--- config.mk ---
export PLATFORM = sky130hd
export DESIGN_NAME = imhdk_level_cell
export DESIGN_NICKNAME = d
export VERILOG_FILES = /design/src/hdl/imhdk_level_cell.sv
export SDC_FILE = /design/constraint.sdc
export NUM_CORES = 1
export LEC_CHECK = 0
export BUFFER_PORTS_ARGS = -buffer_cell sky130_fd_sc_hd__buf_2
export CAP_MARGIN = 20
export CORE_UTILIZATION = 40
export DETAILED_ROUTE_END_ITERATION = 10
export GPL_ROUTABILITY_DRIVEN = 0
export PLACE_DENSITY = 0.67
export SLEW_MARGIN = 15
export SYNTH_ARGS = -nofsm -noshare
export SYNTH_HDL_FRONTEND = slang
export SYNTH_SLANG_ARGS = --single-unit
--- constraint.sdc ---
create_clock -name clk_i -period 5.33 [get_ports clk_i]
set_clock_uncertainty 0.2 [all_clocks]
set_input_delay 1.066 -clock clk_i [delete_from_list [all_inputs] [get_ports clk_i]]
set_output_delay 1.066 -clock clk_i [all_outputs]
set_load 0.02 [all_outputs]
--- src/hdl/imhdk_level_cell.sv ---
module imhdk_level_cell #(
  parameter int LEVEL = 0,
  parameter int LW    = 4,
  parameter int OW    = 10,
  parameter int ENT_W = 58
) (
  input  logic             clk_i,
  input  logic [OW-1:0]    rd_off_a_i,
  input  logic [OW-1:0]    rd_off_b_i,
  input  logic             wr_en_i,
  input  logic [LW-1:0]    wr_lev_i,
  input  logic [OW-1:0]    wr_off_i,
  input  logic [ENT_W-1:0] wr_data_i,
  output logic [ENT_W-1:0] rd_data_a_o,
  output logic [ENT_W-1:0] rd_data_b_o
);

  localparam int IW    = (LEVEL == 0) ? 1 : LEVEL;
  localparam int DEPTH = 1 << IW;

  logic [ENT_W-1:0] mem [DEPTH];

  always_ff @(posedge clk_i) begin
    if (wr_en_i && (wr_lev_i == LW'(LEVEL))) begin
      mem[wr_off_i[IW-1:0]] <= wr_data_i;
    end
    rd_data_a_o <= mem[rd_off_a_i[IW-1:0]];
    rd_data_b_o <= mem[rd_off_b_i[IW-1:0]];
  end

endmodule

After elaboration in Yosys (flattened, before gate mapping)
Memory sizes are Yosys's and may differ from the RTL's. A register that Yosys moved wholly into a read port is not among the register bits.
Cells that the tools add are included.
{ "word_totals": {"ff_bits": 0, "ram_bits": 116, "word_cells": 5, "n_memories": 1} }
{ "op_classes": {"muxes": 2, "n_reduce_logical": 2} }
{ "mem_list": {"columns": ["name", "depth", "width", "rd", "rd_ports_with_merged_regs", "wr", "line", "source"], "rows": [
  ["mem", 2, 58, 2, 2, 1, "21", "logic [ENT_W-1:0] mem [DEPTH];"]
]} }
{ "ops": {"columns": ["op", "count"], "rows": [
  ["4-bit logical NOT", 1],
  ["1-bit 2-to-1 mux", 2],
  ["1-bit logical AND", 1]
]} }

Depth between registers and ports, before layout
{ "depth": {"ltp_word": 4, "mapped_depth": 3} }

Worst setup path after synthesis
No wires, ideal clock.
{ "synth_timing": {"path_type": "input to register", "start": "input wr_lev_i[1]", "end": "memory mem[1][0], enable pin", "arrival_time_ps": 4061, "required_ps": 4654, "path_slack_ps": 593, "cell_stages": 2, "path_cell_list": "or4_4 > nor2_1"} }
{ "synth_via": {"elab_chain_len": 4} }
{ "synth_lines": {"columns": ["element", "line", "source"], "rows": [
  ["start: declaration", "11", "input logic [LW-1:0] wr_lev_i,"],
  ["4-bit logical NOT", "24", "if (wr_en_i && (wr_lev_i == LW'(LEVEL))) begin"],
  ["1-bit logical AND", "24", null],
  ["1-bit 2-to-1 mux", "24", null],
  ["1-bit 2-to-1 mux (not written as such)", "25", "mem[wr_off_i[IW-1:0]] <= wr_data_i;"],
  ["end: declaration", "21", null]
]} }
Every way passes these cells.

Worst setup path in the final report
{ "layout_timing": {"start": "input wr_lev_i[1]", "end": "memory mem[0][41], enable pin"} }
The elaborated chain is that of the path after synthesis.

==> out/qor.tcl <==
set qor(rows) 48
set qor(finalMaxSlewViolations) 0
set qor(global_route.overflow_total) 0
set qor(status) {complete, no violations}
set qor(ant_nets) 0
set qor(final_net_count) 658
set qor(tritoncts_num_sinks) 232
set qor(area_share_of_the_largest_cell_type_after_synthesis_pct) 48.2
set qor(hold_viol) 0
set qor(synth-compound-area-share_pct) 0
set qor(area_of_the_core_sq_um) 17500
set qor(areaGrowthSynthToFinish_pct) 26.5
set qor(drive_above_1_share_pct) 57.9
set qor(die_area_sq_um) 18600
set qor(crit_path_start_kind) {input port}
set qor(drc_errors) 0
set qor(path_clk_slew_ns) 0.06
set qor(tightest_slew_ns) 0.917
set qor(routed_via_density) 4.63
set qor(initial_standard_cell_utilization_of_the_core_pct) 41.4
set qor(period_needed_ns) 2.71
set qor(cts-root-to-sink-buffers) 3
set qor(net_count_after_synthesis) 458
set qor(critPathArrivalTime_ns) 2.63
set qor(critical_path.max_fanout) 58
set qor(timing.final.crit_share_pct) 50.9
set qor(ys_warn_count) 0
set qor(floorplan.die.height_um) 136
set qor(max_slew_margin_pct) 38.9
set qor(post_route_setup_tns_ns) 0
set qor(post_cts_resized) 0
set qor(crit_type) {in2reg}
set qor(syn_area_sq_um) 7230
set qor(critPathCaptureType) {flop}
set qor(grt_start_max_net_pins) 59
set qor(dpl.hpwl_mm) 8.08
set qor(seq_area_frac_synth_pct) 80.3
set qor(cts_max_level) 1
set qor(clock_insertion_delay_worst_skew_ns) 0.50
set qor(grt_pass1_vias) 4042
set qor(max_capacitance_violation_count) 0
set qor(numPortBuffers) 182
set qor(synthAdderAreaFrac_pct) 0
set qor(dr.first_iter.drc_count) 119
set qor(antenna_found_initial) 0
set qor(post-cts-setup-buffers) 0
set qor(biggest_area_consumer_among_synthesized_cells) {sky130_fd_sc_hd__edfxtp_1}
set qor(detailedRoute.firstPassIterationCount) 4
set qor(drt_wl_total_mm) 13.2
set qor(tritoncts) {yes}
set qor(postSynthAreaPerCell_sq_um) 19.9
set qor(p_per_area_nw_per_um2) 406
set qor(synth-seq-cells) 232
set qor(synth.area.mux_share_pct) 18.1
set qor(timing.final.setup_violations) 0
set qor(netlist_instances) 364
set qor(cts_root_buffer) {sky130_fd_sc_hd__clkbuf_16}
set qor(synthSimpleGateAreaFrac_pct) 0.432
set qor(power_leakage_nw) 3.60
set qor(via_count) 3739
set qor(gr-usage-all-layers_pct) 14.0
set qor(antenna_cells) 0
set qor(setup_repair_after_global_routing_missed_its_margin) {false}
set qor(critPathRequiredTime_ns) 5.25
set qor(synth_top_family_by_area) {multiplexers}
set qor(ys_top_cells_by_area) {sky130_fd_sc_hd__edfxtp_1 48%, sky130_fd_sc_hd__dfxtp_1 32%, sky130_fd_sc_hd__mux2_2 18%, sky130_fd_sc_hd__buf_6 0.62%, sky130_fd_sc_hd__buf_2 0.42%}
set qor(synth_xor_xnor_area_share_pct) 0
set qor(cts.hold.buffers_added) 0
set qor(cts_made_buffers) 24
set qor(hold_path_class) {reg2reg}
set qor(wire_length_of_the_first_global_routing_pass_mm) 20.0
set qor(fin_worst_hold_slack_ns) 0.285
set qor(chipWidth_um) 136
set qor(vdd_drop_max_mv) 0.230
set qor(max_freq_ghz) 0.369
set qor(io_pins) 210
set qor(yosys.cell_types.count) 11
set qor(wire_per_inst_um) 16.4
[cell usage in the layout, fill, tap and decap left out, drive strengths merged]
cell type / instances
buf: 186
bufinv: 2
clkbuf: 33
clkinv: 8
clkinvlp: 1
dfxtp: 116
edfxtp: 116
mux2: 116
nand2: 1
nor2: 1
nor3b: 1
or4: 1
[registers in the layout (all words and copies together), names as in the netlist]
name and cells:
rd_data_b_o 58, rd_data_a_o 58, mem 116
[metrics by stage]
step / cell area (sq um) / power, mW / cells / setup WS [ns] / util, %
finish: 9150 / 3.71 / 807 / 2.62 / 52.4
global route: 9150 / 3.84 / 807 / 2.54 / 52.4
CTS: 9150 / 3.76 / 807 / 2.59 / 52.4
detailed placement: 8380 / 2.14 / 763 / 2.07 / 47.9
global placement: 8380 / 2.14 / 763 / 2.10 / 47.9
floorplan: 7230 / 2.07 / 364 / 0.593 / -
[logic make-up (layout without fill, tap and decap cells)]
group,Yosys count,in the layout
buf+inv,12,230
flops,232,232
mux,116,116
simple gates,4,4
[area by class of cell]
class,instances,area [sq um]
fill,1436,8320
tap,225,282
multi-input combinational,120,1350
timing repair buffer,186,941
clock inverter,11,108
clock buffer,33,666
sequential,232,5810
[layer usage]
| layer | global-route usage (%) | vias up | share of wire [%] |
|---|---|---|---|
| met4 | 4.07 | 0 | 2.3 |
| met5 | 0 | - | 0 |
| met3 | 3.95 | 24 | 7.0 |
| li1 | - | 1752 | - |
| met1 | 16.3 | 1831 | 40 |
| met2 | 24.9 | 132 | 51 |
[where the power goes]
part           switching (mW)  total, mW  leakage [nW]  internal, mW
registers              0.0129       1.93          2.02          1.92
clock network           0.641       1.61         0.376         0.970
logic                  0.0979      0.174          1.20        0.0765
total                   0.752       3.71          3.60          2.96
[Yosys cell counts]
| cell type | instances |
|---|---|
| sky130_fd_sc_hd__nand2_1 | 1 |
| sky130_fd_sc_hd__nor2_1 | 1 |
| sky130_fd_sc_hd__edfxtp_1 | 116 |
| sky130_fd_sc_hd__dfxtp_1 | 116 |
| sky130_fd_sc_hd__buf_4 | 2 |
| sky130_fd_sc_hd__or4_4 | 1 |
| sky130_fd_sc_hd__mux2_1 | 2 |
| sky130_fd_sc_hd__nor3b_2 | 1 |
| sky130_fd_sc_hd__buf_6 | 4 |
| sky130_fd_sc_hd__buf_2 | 6 |
| sky130_fd_sc_hd__mux2_2 | 114 |
[worst max-delay path, stage by stage]
cell and delay, ns:
sky130_fd_sc_hd__buf_2 0.10, sky130_fd_sc_hd__or4_4 0.56, sky130_fd_sc_hd__nor3b_4 0.18, sky130_fd_sc_hd__buf_4 0.69
[final timing paths]
check                                     startpoint                       to  cells after the start  slack [ns]
worst max-delay path                     wr_lev_i[1]     mem[0][41]$_DFFE_PP_                      4        2.62
worst min-delay path            mem[1][36]$_DFFE_PP_  rd_data_a_o[36]$_DFF_P_                      1        0.28
worst max register to register  mem[1][35]$_DFFE_PP_  rd_data_a_o[35]$_DFF_P_                      1        4.32
worst min register to register  mem[1][36]$_DFFE_PP_  rd_data_a_o[36]$_DFF_P_                      1        0.28
Note: power is estimated with default switching activity, not from simulation.
